`src/rtl/oal_pkg.sv`:
```
// shared constants, codes and control structs of the ordered array list
package oal_pkg;

	// list geometry
	localparam int CAPACITY   = 64;
	localparam int DATA_WIDTH = 32;
	localparam int IDX_W      = $clog2(CAPACITY);
	localparam int CNT_W      = $clog2(CAPACITY + 1);

	// stream field widths
	localparam int KIND_W = 2;
	localparam int POS_W  = 7;
	localparam int VAL_W  = 32;
	localparam int STAT_W = 2;
	localparam int MIDX_W = 6;
	localparam int ECNT_W = 7;

	// common width for index and count compares
	localparam int CW  = (CNT_W > POS_W) ? CNT_W : POS_W;
	// common width for value conversions
	localparam int DXW = (DATA_WIDTH > VAL_W) ? DATA_WIDTH : VAL_W;

	// input word layout, zero filled to whole bytes
	localparam int IN_RAW_W  = POS_W + VAL_W;
	localparam int IN_DATA_W = ((IN_RAW_W + 7) / 8) * 8;
	localparam int VAL_LSB   = POS_W;

	// output word layout
	localparam int OUT_RAW_W  = STAT_W + 1 + MIDX_W + VAL_W + ECNT_W;
	localparam int OUT_DATA_W = ((OUT_RAW_W + 7) / 8) * 8;

	typedef enum logic [KIND_W-1:0] {
		REQ_INSERT = 2'd0,
		REQ_ERASE  = 2'd1,
		REQ_FIND   = 2'd2,
		REQ_READ   = 2'd3
	} req_e_t;

	typedef enum logic [STAT_W-1:0] {
		ST_OK    = 2'd0,
		ST_FULL  = 2'd1,
		ST_RANGE = 2'd2
	} status_e_t;

	// memory read address sources
	typedef enum logic [2:0] {
		RD_CNT_M1,
		RD_POS,
		RD_POS_P1,
		RD_ZERO,
		RD_PTR_DN,
		RD_PTR_UP
	} rd_sel_t;

	// memory write address and data sources
	typedef enum logic [1:0] {
		WR_UP,
		WR_DN,
		WR_VAL
	} wr_sel_t;

	// controller to datapath
	typedef struct packed {
		logic    req_ld;
		logic    rd_en;
		rd_sel_t rd_sel;
		logic    wr_en;
		wr_sel_t wr_sel;
		logic    cnt_inc;
		logic    cnt_dec;
		logic    res_init;
		logic    res_found;
		logic    res_data;
		logic    out_ld;
	} cmd_t;

	// datapath to controller
	typedef struct packed {
		req_e_t kind;
		logic   err;
		logic   pos_at_tail;
		logic   pos_last;
		logic   cnt_zero;
		logic   ptr_at_pos;
		logic   ptr_at_last;
		logic   match;
		logic   out_free;
	} sts_t;

endpackage

```
`src/rtl/oal_ram.sv`:
```
// generic single write port, single read port ram with registered read
module oal_ram #(
	parameter int WIDTH = 32,
	parameter int DEPTH = 64
) (
	input  logic                     clk,
	input  logic                     we,
	input  logic [$clog2(DEPTH)-1:0] waddr,
	input  logic [WIDTH-1:0]         wdata,
	input  logic                     re,
	input  logic [$clog2(DEPTH)-1:0] raddr,
	output logic [WIDTH-1:0]         rdata
);

	logic [WIDTH-1:0] mem_q [DEPTH];

	// write port
	always_ff @(posedge clk) begin
		if (we) begin
			mem_q[waddr] <= wdata;
		end
	end

	// registered read port
	always_ff @(posedge clk) begin
		if (re) begin
			rdata <= mem_q[raddr];
		end
	end

endmodule

```
`src/rtl/oal_ctrl.sv`:
```
// request sequencer of the ordered array list
module oal_ctrl
	import oal_pkg::*;
(
	input  logic clk,
	input  logic arst_n,
	input  logic in_valid,
	output logic in_ready,
	input  sts_t sts,
	output cmd_t cmd
);

	typedef enum logic [2:0] {
		IDLE,
		CHECK,
		SHIFT_UP,
		PUT,
		SHIFT_DN,
		SCAN,
		RD_WAIT,
		FIN
	} state_t;

	state_t state_q;
	state_t state_d;

	assign in_ready = (state_q == IDLE);

	// next state and command decode
	always_comb begin
		cmd     = '0;
		state_d = state_q;
		unique case (state_q)
			IDLE: begin
				if (in_valid) begin
					cmd.req_ld = 1'b1;
					state_d    = CHECK;
				end
			end
			CHECK: begin
				cmd.res_init = 1'b1;
				if (sts.err) begin
					state_d = FIN;
				end else begin
					unique case (sts.kind)
						REQ_INSERT: begin
							if (sts.pos_at_tail) begin
								cmd.wr_en   = 1'b1;
								cmd.wr_sel  = WR_VAL;
								cmd.cnt_inc = 1'b1;
								state_d     = FIN;
							end else begin
								cmd.rd_en  = 1'b1;
								cmd.rd_sel = RD_CNT_M1;
								state_d    = SHIFT_UP;
							end
						end
						REQ_ERASE: begin
							if (sts.pos_last) begin
								cmd.cnt_dec = 1'b1;
								state_d     = FIN;
							end else begin
								cmd.rd_en  = 1'b1;
								cmd.rd_sel = RD_POS_P1;
								state_d    = SHIFT_DN;
							end
						end
						REQ_FIND: begin
							if (sts.cnt_zero) begin
								state_d = FIN;
							end else begin
								cmd.rd_en  = 1'b1;
								cmd.rd_sel = RD_ZERO;
								state_d    = SCAN;
							end
						end
						REQ_READ: begin
							cmd.rd_en  = 1'b1;
							cmd.rd_sel = RD_POS;
							state_d    = RD_WAIT;
						end
						default: state_d = FIN;
					endcase
				end
			end
			SHIFT_UP: begin
				cmd.wr_en  = 1'b1;
				cmd.wr_sel = WR_UP;
				if (sts.ptr_at_pos) begin
					state_d = PUT;
				end else begin
					cmd.rd_en  = 1'b1;
					cmd.rd_sel = RD_PTR_DN;
				end
			end
			PUT: begin
				cmd.wr_en   = 1'b1;
				cmd.wr_sel  = WR_VAL;
				cmd.cnt_inc = 1'b1;
				state_d     = FIN;
			end
			SHIFT_DN: begin
				cmd.wr_en  = 1'b1;
				cmd.wr_sel = WR_DN;
				if (sts.ptr_at_last) begin
					cmd.cnt_dec = 1'b1;
					state_d     = FIN;
				end else begin
					cmd.rd_en  = 1'b1;
					cmd.rd_sel = RD_PTR_UP;
				end
			end
			SCAN: begin
				if (sts.match) begin
					cmd.res_found = 1'b1;
					state_d       = FIN;
				end else if (sts.ptr_at_last) begin
					state_d = FIN;
				end else begin
					cmd.rd_en  = 1'b1;
					cmd.rd_sel = RD_PTR_UP;
				end
			end
			RD_WAIT: begin
				cmd.res_data = 1'b1;
				state_d      = FIN;
			end
			FIN: begin
				if (sts.out_free) begin
					cmd.out_ld = 1'b1;
					state_d    = IDLE;
				end
			end
			default: state_d = IDLE;
		endcase
	end

	// state register
	always_ff @(posedge clk or negedge arst_n) begin
		if (!arst_n) begin
			state_q <= IDLE;
		end else begin
			state_q <= state_d;
		end
	end

`ifndef SYNTHESIS
	// an accepted word is always checked in the next cycle
	a_accept_check: assert property (@(posedge clk) disable iff (!arst_n)
		(in_valid && in_ready) |=> (state_q == CHECK))
		else $error("accepted word not followed by check");

	// shift and scan steps consume data read in the previous cycle
	a_read_before_use: assert property (@(posedge clk) disable iff (!arst_n)
		(state_q == SHIFT_UP || state_q == SHIFT_DN || state_q == SCAN
			|| state_q == RD_WAIT) |-> $past(cmd.rd_en))
		else $error("memory data used without a read in the previous cycle");

	// the result register is only loaded when it is free
	a_out_free: assert property (@(posedge clk) disable iff (!arst_n)
		cmd.out_ld |-> sts.out_free)
		else $error("result overwritten before delivery");

	// count changes at most by one per request and never both ways at once, and no write while idle
	a_cnt_step: assert property (@(posedge clk) disable iff (!arst_n)
		!(cmd.cnt_inc && cmd.cnt_dec) && !(cmd.wr_en && state_q == IDLE))
		else $error("conflicting count update or write while idle");
`endif

endmodule

```
`src/rtl/oal_dp.sv`:
```
// entry storage, count, pointer and result registers of the ordered array list
module oal_dp
	import oal_pkg::*;
(
	input  logic                  clk,
	input  logic                  arst_n,
	input  cmd_t                  cmd,
	output sts_t                  sts,
	input  logic [IN_DATA_W-1:0]  in_tdata,
	input  logic [KIND_W-1:0]     in_tuser,
	output logic                  out_tvalid,
	input  logic                  out_tready,
	output logic [OUT_DATA_W-1:0] out_tdata
);

	// request registers
	req_e_t                req_kind_q;
	logic [POS_W-1:0]      req_pos_q;
	logic [DATA_WIDTH-1:0] req_val_q;

	logic [CNT_W-1:0]      count_q;
	logic [IDX_W-1:0]      ptr_q;

	// working result
	status_e_t             res_status_q;
	logic                  res_found_q;
	logic [IDX_W-1:0]      res_midx_q;
	logic [DATA_WIDTH-1:0] res_dout_q;

	// output register
	logic                  out_valid_q;
	logic [OUT_DATA_W-1:0] out_data_q;

	// memory ports
	logic                  rd_en;
	logic [IDX_W-1:0]      rd_addr;
	logic [DATA_WIDTH-1:0] rd_data;
	logic                  wr_en;
	logic [IDX_W-1:0]      wr_addr;
	logic [DATA_WIDTH-1:0] wr_data;

	// derived values
	logic [CW-1:0]         pos_ext;
	logic [CW-1:0]         cnt_ext;
	logic [CW-1:0]         pos_p1_ext;
	logic [IDX_W-1:0]      pos_idx;
	logic [CNT_W-1:0]      cnt_m1;
	logic [IDX_W-1:0]      last_idx;
	logic                  full;
	status_e_t             chk_status;
	logic [DXW-1:0]        in_val_ext;
	logic [DXW-1:0]        dout_ext;
	logic [CW-1:0]         midx_ext;
	logic [CW-1:0]         ecnt_ext;

	assign pos_ext    = CW'(req_pos_q);
	assign cnt_ext    = CW'(count_q);
	assign pos_p1_ext = pos_ext + CW'(1);
	assign pos_idx    = pos_ext[IDX_W-1:0];
	assign cnt_m1     = count_q - CNT_W'(1);
	assign last_idx   = cnt_m1[IDX_W-1:0];
	assign full       = (count_q == CNT_W'(CAPACITY));
	assign in_val_ext = DXW'(in_tdata[VAL_LSB +: VAL_W]);

	// request checks
	always_comb begin
		chk_status = ST_OK;
		case (req_kind_q)
			REQ_INSERT: begin
				if (pos_ext > cnt_ext) begin
					chk_status = ST_RANGE;
				end else if (full) begin
					chk_status = ST_FULL;
				end
			end
			REQ_ERASE, REQ_READ: begin
				if (pos_ext >= cnt_ext) begin
					chk_status = ST_RANGE;
				end
			end
			default: chk_status = ST_OK;
		endcase
	end

	// status to controller
	always_comb begin
		sts.kind        = req_kind_q;
		sts.err         = (chk_status != ST_OK);
		sts.pos_at_tail = (pos_ext == cnt_ext);
		sts.pos_last    = (pos_p1_ext == cnt_ext);
		sts.cnt_zero    = (count_q == '0);
		sts.ptr_at_pos  = (ptr_q == pos_idx);
		sts.ptr_at_last = (ptr_q == last_idx);
		sts.match       = (rd_data == req_val_q);
		sts.out_free    = !out_valid_q || out_tready;
	end

	// read address select
	always_comb begin
		rd_en = cmd.rd_en;
		unique case (cmd.rd_sel)
			RD_CNT_M1: rd_addr = last_idx;
			RD_POS:    rd_addr = pos_idx;
			RD_POS_P1: rd_addr = pos_idx + IDX_W'(1);
			RD_ZERO:   rd_addr = '0;
			RD_PTR_DN: rd_addr = ptr_q - IDX_W'(1);
			RD_PTR_UP: rd_addr = ptr_q + IDX_W'(1);
			default:   rd_addr = '0;
		endcase
	end

	// write address and data select
	always_comb begin
		wr_en = cmd.wr_en;
		unique case (cmd.wr_sel)
			WR_UP: begin
				wr_addr = ptr_q + IDX_W'(1);
				wr_data = rd_data;
			end
			WR_DN: begin
				wr_addr = ptr_q - IDX_W'(1);
				wr_data = rd_data;
			end
			WR_VAL: begin
				wr_addr = pos_idx;
				wr_data = req_val_q;
			end
			default: begin
				wr_addr = pos_idx;
				wr_data = req_val_q;
			end
		endcase
	end

	oal_ram #(
		.WIDTH(DATA_WIDTH),
		.DEPTH(CAPACITY)
	) u_ram (
		.clk  (clk),
		.we   (wr_en),
		.waddr(wr_addr),
		.wdata(wr_data),
		.re   (rd_en),
		.raddr(rd_addr),
		.rdata(rd_data)
	);

	// request, pointer and working result registers
	always_ff @(posedge clk) begin
		if (cmd.req_ld) begin
			req_kind_q <= req_e_t'(in_tuser);
			req_pos_q  <= in_tdata[POS_W-1:0];
			req_val_q  <= in_val_ext[DATA_WIDTH-1:0];
		end
		if (cmd.rd_en) begin
			ptr_q <= rd_addr;
		end
		if (cmd.res_init) begin
			res_status_q <= chk_status;
			res_found_q  <= 1'b0;
			res_midx_q   <= '0;
			res_dout_q   <= '0;
		end
		if (cmd.res_found) begin
			res_found_q <= 1'b1;
			res_midx_q  <= ptr_q;
		end
		if (cmd.res_data) begin
			res_dout_q <= rd_data;
		end
	end

	// entry count
	always_ff @(posedge clk or negedge arst_n) begin
		if (!arst_n) begin
			count_q <= '0;
		end else if (cmd.cnt_inc) begin
			count_q <= count_q + CNT_W'(1);
		end else if (cmd.cnt_dec) begin
			count_q <= cnt_m1;
		end
	end

	assign dout_ext = DXW'(res_dout_q);
	assign midx_ext = CW'(res_midx_q);
	assign ecnt_ext = CW'(count_q);

	// output valid
	always_ff @(posedge clk or negedge arst_n) begin
		if (!arst_n) begin
			out_valid_q <= 1'b0;
		end else if (cmd.out_ld) begin
			out_valid_q <= 1'b1;
		end else if (out_tready) begin
			out_valid_q <= 1'b0;
		end
	end

	// output word
	always_ff @(posedge clk) begin
		if (cmd.out_ld) begin
			out_data_q <= OUT_DATA_W'({ecnt_ext[ECNT_W-1:0], dout_ext[VAL_W-1:0],
				midx_ext[MIDX_W-1:0], res_found_q, res_status_q});
		end
	end

	assign out_tvalid = out_valid_q;
	assign out_tdata  = out_data_q;

endmodule

```
`src/rtl/ordered_array_list.sv`:
```
// top level of the ordered array list
//
//  channel   dir  handshake              payload
//  s_axis    in   tvalid / tready        tuser = req_type, tdata = position, data_in
//  m_axis    out  tvalid / tready        tdata = status, found, match_index,
//                                                data_out, entry_count
//
// one request at a time; entries sit in a ram with a single read port, so every
// shifted or scanned entry takes its own read of that port: insert at p shifts
// the entries from p up to count - 1 (none when p equals count), erase at p
// shifts the entries above p down, find scans from index 0 up to the first match
// (all entries without one), read fetches one entry, and a rejected request reads none.
// reset clears the count and the output valid; no clearing pass is needed.
// a new word is taken while a result still waits on m_axis; a stalled
// m_axis holds the next result in the sequencer until the register frees.
module ordered_array_list
	import oal_pkg::*;
(
	input  logic                  clk,
	input  logic                  arst_n,
	input  logic                  s_axis_tvalid,
	output logic                  s_axis_tready,
	// [6:0] position, [38:7] data_in, [39] zero
	input  logic [IN_DATA_W-1:0]  s_axis_tdata,
	// [1:0] req_type
	input  logic [KIND_W-1:0]     s_axis_tuser,
	output logic                  m_axis_tvalid,
	input  logic                  m_axis_tready,
	// [1:0] status, [2] found, [8:3] match_index, [40:9] data_out,
	// [47:41] entry_count
	output logic [OUT_DATA_W-1:0] m_axis_tdata
);

	cmd_t cmd;
	sts_t sts;

	// sequencer
	oal_ctrl u_ctrl (
		.clk     (clk),
		.arst_n  (arst_n),
		.in_valid(s_axis_tvalid),
		.in_ready(s_axis_tready),
		.sts     (sts),
		.cmd     (cmd)
	);

	// storage and result path
	oal_dp u_dp (
		.clk       (clk),
		.arst_n    (arst_n),
		.cmd       (cmd),
		.sts       (sts),
		.in_tdata  (s_axis_tdata),
		.in_tuser  (s_axis_tuser),
		.out_tvalid(m_axis_tvalid),
		.out_tready(m_axis_tready),
		.out_tdata (m_axis_tdata)
	);

endmodule

```
`config.mk`:
```
export PLATFORM = sky130hd
export DESIGN_NAME = ordered_array_list
export DESIGN_NICKNAME = d
export VERILOG_FILES = /design/src/rtl/oal_pkg.sv /design/src/rtl/oal_ram.sv /design/src/rtl/oal_ctrl.sv /design/src/rtl/oal_dp.sv /design/src/rtl/ordered_array_list.sv
export SDC_FILE = /design/constraint.sdc
export NUM_CORES = 2
export LEC_CHECK = 0
export CORE_UTILIZATION = 50
export CTS_CLUSTER_SIZE = 14
export DETAILED_ROUTE_END_ITERATION = 10
export DONT_BUFFER_PORTS = 1
export GPL_ROUTABILITY_DRIVEN = 0
export PLACE_DENSITY = 0.63
export SYNTH_ARGS = -nofsm -noshare
export SYNTH_HDL_FRONTEND = slang
export SYNTH_SLANG_ARGS = --single-unit
```
`constraint.sdc`:
```
create_clock -name clk -period 15.03 [get_ports clk]
set_input_delay 3.006 -clock clk [delete_from_list [all_inputs] [get_ports clk]]
set_output_delay 3.006 -clock clk [all_outputs]
set_load 0.05 [all_outputs]
```
== Word-level counts from Yosys, hierarchy flattened ==
Memory sizes are Yosys's and may differ from the RTL's. A register that Yosys moved wholly into a read port is not among the register bits.
Cells that the tools add are included.
Storage, ports and cells
  output and inout port bits: 50
  flip-flop bits (word level): 147
  memories kept: 1
  memory bits (writable): 2048
  bits of input ports: 46
Memories
  u_dp.u_ram.mem_q: depth 64, width 32, read ports 1, clocked after memory_dff 1, write ports 1, RTL line oal_ram.sv:15  | logic [WIDTH-1:0] mem_q [DEPTH];
Cells by class
  mux-type cells: 53
  magnitude comparators: 2
  add/sub/neg operators: 6
  reductions and logical operators: 16
  equality and inequality tests: 24
Operators with widths (count)
  two-way mux 32 bit: 3
  == test 32 bit: 1
  two-way mux 4 bit: 8
  case mux 4 bit (4 select lines): 2
  case mux 6 bit (5 select lines): 1
  case mux 3 bit (4 select lines): 2
  two-way mux 3 bit: 7
  case mux 3 bit (7 select lines): 1
  == test 3 bit (second input constant): 6
  two-way mux 1 bit: 16
  adder 7 x 1 -> 7 bit (second input constant): 2
  == test 7 bit: 2
  two-way mux 7 bit: 2
  adder 6 x 1 -> 6 bit (second input constant): 2
  == test 6 bit: 2
  two-way mux 6 bit: 2
  case mux 6 bit (2 select lines): 1
  nonzero test 2 bit: 5
  == test 3 x 2 -> 1 bit (second input constant): 3
  two-way mux 9 bit: 1
  two-way mux 2 bit: 4
  == test 7 bit (second input constant): 1
  >= comparator 7 bit: 1
  > comparator 7 bit: 1
  other kinds (15): 25

== Logic depth before layout (Yosys ltp) ==
  word-level depth: 10
  gate-level depth with buffers: 21
  depth with buffers taken out: 14

== Modules after synthesis ==
Synthesis repeated with hierarchy kept, for this count alone.
Unflattened totals
  cell total of the unflattened synthesis: 3861
  area, all modules: 86045.0 um^2
Modules (own cells, without submodules)
  oal_ram: area each 78835.6 um^2, times used 1, cells an instance 3324
  oal_dp: area each 6750.2 um^2, times used 1, cells an instance 482
  oal_ctrl: area each 459.2 um^2, times used 1, cells an instance 55

== Worst setup path before layout ==
Ideal clock, no wire load.
  path kind: reg-to-reg
  start: register u_dp.count_q[2], in the netlist u_dp.cnt_ext[2]
  end: memory u_dp.u_ram.mem_q[35][0] (enable)
  period minus slack after synthesis: 6.127 ns
  stages on the path, launching flop included: 15
  path slack: 8.903 ns
  library setup time: 0.461 ns
  required time: 14.569 ns
  arrival time: 5.666 ns
  path through: dfrtp_1 > buf_2 > inv_1 > ha_1 > nand4_1 > or2_2 > clkbuf_1 > o22a_1 > a21oi_1 > nor2_1 > o32ai_2 > mux2_2 > nor2_1 > nand3_1 > nor3_1
Between the ends
  word-level cells in the longest chain between the ends: 9
  elaborated cells between the ends (all ways): 18
  classes of those cells: 2 x order compare; 3 x eq/ne; 11 x mux; 2 x reduce/logical
Ends and longest elaborated chain
  start, declared: RTL line oal_dp.sv:21  | logic [CNT_W-1:0] count_q;
  start signal, assigned: RTL line oal_dp.sv:178  | count_q <= count_q + CNT_W'(1);
  start signal, assigned: RTL line oal_dp.sv:180  | count_q <= cnt_m1;
  branches (longest 5 deep; another with > comparator 7 bit)
  two-way mux 9 bit (*): RTL line oal_ctrl.sv:42  | if (sts.err) begin
  case mux 3 bit (4 select lines) (*): RTL line oal_ctrl.sv:33  | unique case (state_q)
  == test 2 x 1 -> 1 bit, or another cell as far along: RTL line oal_dp.sv:115  | unique case (cmd.wr_sel)
  case mux 6 bit (2 select lines) / two-way mux 1 bit (equally long branches): RTL line oal_dp.sv:115, oal_ram.sv:20
  end, declared: RTL line oal_ram.sv:15
Every way passes the cells marked *.

== Worst setup path in the final report ==
  start: register u_dp.count_q[0], in the netlist u_dp.cnt_ext[0]
  end: register u_dp.u_ram.rdata[26] (read register of u_dp.u_ram.mem_q), data pin
Between the ends
  word-level cells in the longest chain between the ends: 9
  elaborated cells between the ends (all ways): 27
  classes of those cells: 1 x add/sub; 2 x order compare; 8 x eq/ne; 13 x mux; 3 x reduce/logical
Ends and longest elaborated chain
  branches (longest 9 deep; another with > comparator 7 bit)
  end, declared: RTL line oal_ram.sv:12  | output logic [WIDTH-1:0] rdata
Several ways; the timed one is not identified.
A chain may end at the register's enable or synchronous reset.

==> impl_metrics.json <==
{
  "multiInputGateArea_mm2": 0.0222,
  "start_util_pct": 50.5,
  "synth_top_family_by_area": "simple AND/OR/NAND/NOR gates",
  "synth_edf_count": 2215,
  "ys_seq_elements": 2227,
  "grtUsageTotal_pct": 29.2,
  "synth_compound_area_share_pct": 8.26,
  "instances_no_fill": 8791,
  "synthAdderAreaFrac_pct": 0.166,
  "ys_types": 90,
  "avgRoutedWirePerCell_um": 30.9,
  "first_pass_iters": 8,
  "synth_warnings": 0,
  "area_delta_synth_final_pct": 10.9,
  "die_area_mm2": 0.183,
  "drv_slew": 0,
  "grt-ovfl-total": 0,
  "cts_made_buffers": 216,
  "port_buffers": 0,
  "cp_common_cell": "buf_4",
  "cts_tree": "yes",
  "drv_cap": 0,
  "setup_viol": 0,
  "cp-start-kind": "register",
  "tns_ps": 0,
  "n_fill_cell": 14100,
  "cts.sinks": 2227,
  "cts_resized": 0,
  "worstPathMaxFanout": 57,
  "timing.final.crit_share_pct": 58.5,
  "synth_mux_area_share_pct": 4.30,
  "path_buf_inv": 6,
  "hpwl_um": 148000,
  "grt_pass1_wl_um": 382000,
  "startpoint": "u_dp.cnt_ext[0]$_DFFE_PN0P_",
  "avgSynthCellArea_um2": 14.4,
  "chipHeight_um": 427,
  "dr_total_vias": 56700,
  "synthSimpleGateAreaFrac_pct": 10.3,
  "crit_arrival_ps": 9500,
  "antenna_found_initial": 4,
  "synth_fp_nets": 6363,
  "insertion_delay_ps": 870,
  "synthFlopType": "edfxtp_1",
  "async_reset_ff_share_pct": 0.494,
  "cp_slowest_stage_delay_ps": 770,
  "grt_pass1_vias": 53500,
  "path_clk_slew_ps": 60,
  "drc": 0,
  "hold_buffers": 0,
  "postCtsSetupRepairBufs": 0,
  "worst_pin_slew_ps": 1380,
  "core_mm2": 0.179,
  "worstHoldPathType": "reg -> reg",
  "fin_skew_ps": 53.9,
  "ys_seq_area_share_pct": 73.8,
  "fin_nets": 6319,
  "relSlewSlack_pct": 7.99,
  "syn_inst": 6305,
  "rr_startpoint": "u_dp.cnt_ext[0]$_DFFE_PN0P_",
  "ff2ff_setup_slack_ps": 6240,
  "ios": 96,
  "hold_viol_final": 0,
  "crit_chain": "inv_1 -> ha_1 -> xnor2_2 -> xnor2_1 -> nor4_2 -> o211a_2 -> o21ai_4 -> buf_4 -> a31oi_4 -> buf_4 -> buf_4 -> buf_4 -> buf_4 -> mux2i_1 -> a2111oi_0 -> a211o_1 -> a2bb2oi_1 -> o211a_1",
  "drive_above_1_share_pct": 10.0,
  "fp-row-count": 155,
  "drtAntennaViolNets": 0,
  "critPathKind": "reg -> reg",
  "die_w_um": 427,
  "grt_setup_unrepaired": "no",
  "outcome": "finished, final reports clean",
  "synth_area_mm2": 0.0905,
  "drt-initial-drc-count": 8163,
  "clockBufferDepth": 3,
  "period_minus_slack_ps": 8790,
  "endpoint_kind": "register",
  "crit_family": "buffers and inverters",
  "cts_root_buf": "clkbuf_16",
  "slowest_stage": "dfrtp_1",
  "holdCritStartpoint": "u_dp.dout_ext[27]$_SDFFCE_PP0P_",
  "fmax_mhz": 114,
  "synth-xor-area-share_pct": 0.739,
  "final-seq-area_mm2": 0.0668,
  "dp.cells": 8398,
  "crit_required_ps": 15740,
  "h-tree-depth": 4,
  "routed_wl_um": 271000,
  "grt_max_degree": 161,
  "viasPerCell": 6.45
}
-- synthesized netlist by cell type, types with 11 or more instances --
cell | count | area, um2
a2111oi_0 | 46 | 403
a211o_1 | 78 | 683
a211oi_1 | 101 | 758
a21o_1 | 64 | 480
a21oi_1 | 191 | 956
a221oi_1 | 73 | 639
a22oi_1 | 28 | 210
a311oi_1 | 22 | 193
a31oi_1 | 126 | 788
a32oi_1 | 57 | 499
a41oi_1 | 20 | 175
and2_1 | 37 | 231
and3_1 | 20 | 125
and4_1 | 23 | 201
buf_1 | 37 | 139
buf_2 | 217 | 1090
buf_4 | 20 | 150
clkbuf_1 | 159 | 597
dfrtp_1 | 11 | 275
edfxtp_1 | 2215 | 66500
ha_1 | 12 | 150
inv_1 | 49 | 184
mux2_2 | 52 | 586
mux2i_1 | 294 | 2940
mux4_2 | 16 | 360
nand2_1 | 1160 | 4350
nand3_1 | 429 | 2150
nand4_1 | 82 | 513
nor2_1 | 230 | 863
nor3_1 | 62 | 310
nor4_1 | 34 | 213
o2111ai_1 | 18 | 158
o211ai_1 | 18 | 135
o21ai_0 | 46 | 230
o22ai_1 | 27 | 169
o311a_1 | 18 | 180
xnor2_1 | 35 | 307
xor2_1 | 37 | 324
-- layout make-up --
class | count | area share (%)
timing repair buffer | 174 | 1.39
sequential | 2227 | 66.6
antenna | 1 | 0.00249
tap | 2355 | 2.94
clock inverter | 123 | 1.13
multi-input combinational | 3590 | 22.2
inverter | 52 | 0.209
clock buffer | 269 | 5.58
-- worst register-to-register path: cells and delay by family (launching register included) --
family / cells / cell delay, ps
mux: 1 / 190
buf+inv: 6 / 3580
flops: 1 / 770
fa+ha+maj: 1 / 330
compound gates: 7 / 2790
simple gates: 1 / 510
xor+xnor: 2 / 490
-- cell families after synthesis --
group / count (synthesis)
XOR/XNOR: 74
AO/OA/AOI/OAI: 1018
adder cells (fa/ha/maj): 12
buffers and inverters: 488
multiplexers: 362
flip-flops: 2227
AND/OR/NAND/NOR: 2124
-- sequential cells by signal (all words and copies together), names as in the netlist, 2 cells and up --
signal and flops:
u_dp.cnt_ext 7, u_dp.ptr_q 6, u_dp.req_val_q 32, u_dp.u_ram.mem_q 2048, u_dp.dout_ext 32, u_ctrl.state_q 3, u_dp.res_status_q 2, u_dp.res_midx_q 6
u_dp.pos_ext 7, u_dp.u_ram.rdata 32, u_dp.req_kind_q 2, u_dp.out_tdata 48
-- per-layer routing --
layer	GRT usage, %	wire (um)	vias to the layer above
li1	-	-	24100
met4	13.0	12600	4
met1	40.1	106000	28700
met2	45.3	126000	3271
met5	0	31	-
met3	5.84	27600	530
-- path summary, 6_finish.rpt --
kind,end,cells past startpoint
max in group asynchronous,u_dp.cnt_ext[6]$_DFFE_PN0P_,0
min in group asynchronous,u_ctrl.state_q[1]$_DFFE_PN0P_,0
setup / recovery,u_dp.u_ram.rdata[26]$_DFFE_PP_,18
setup reg to reg,u_dp.u_ram.rdata[26]$_DFFE_PP_,18
hold reg to reg,u_dp.out_tdata[36]$_DFFE_PP_,0
hold / removal,u_dp.out_tdata[36]$_DFFE_PP_,0
-- layout by cell type, fill, tap and decap left out, types with 55 or more instances in the layout --
master     netlist  routed
nand2_1       1160    1158
mux2i_1        294     294
buf_4           20     167
clkbuf_16        0     216
a21o_1          64      64
clkinv_1         0      60
nand4_1         82      82
nor2_1         230     164
a211o_1         78      78
edfxtp_1      2215    2215
nor3_1          62      55
a32oi_1         57      57
nor2_4           0      68
a211oi_1       101     101
nand3_1        429     429
a21oi_1        191     189
a221oi_1        73      73
a31oi_1        126     125
-- per-stage QoR --
| step | util, % | hold WS (ps) | setup WS, ps | cell area, um2 |
|---|---|---|---|---|
| after floorplan | - | 400 | 8900 | 90500 |
| after global placement | 52.2 | 405 | 6440 | 93600 |
| after detailed placement | 52.2 | 405 | 6360 | 93600 |
| after CTS | 56.0 | 419 | 6370 | 100000 |
| after global routing | 56.0 | 428 | 6000 | 100000 |
| final | 56.0 | 418 | 6240 | 100000 |
Power is left out: the tool's default activity adds up to more than one toggle a clock period on the data nets, which glitch-free logic cannot reach.
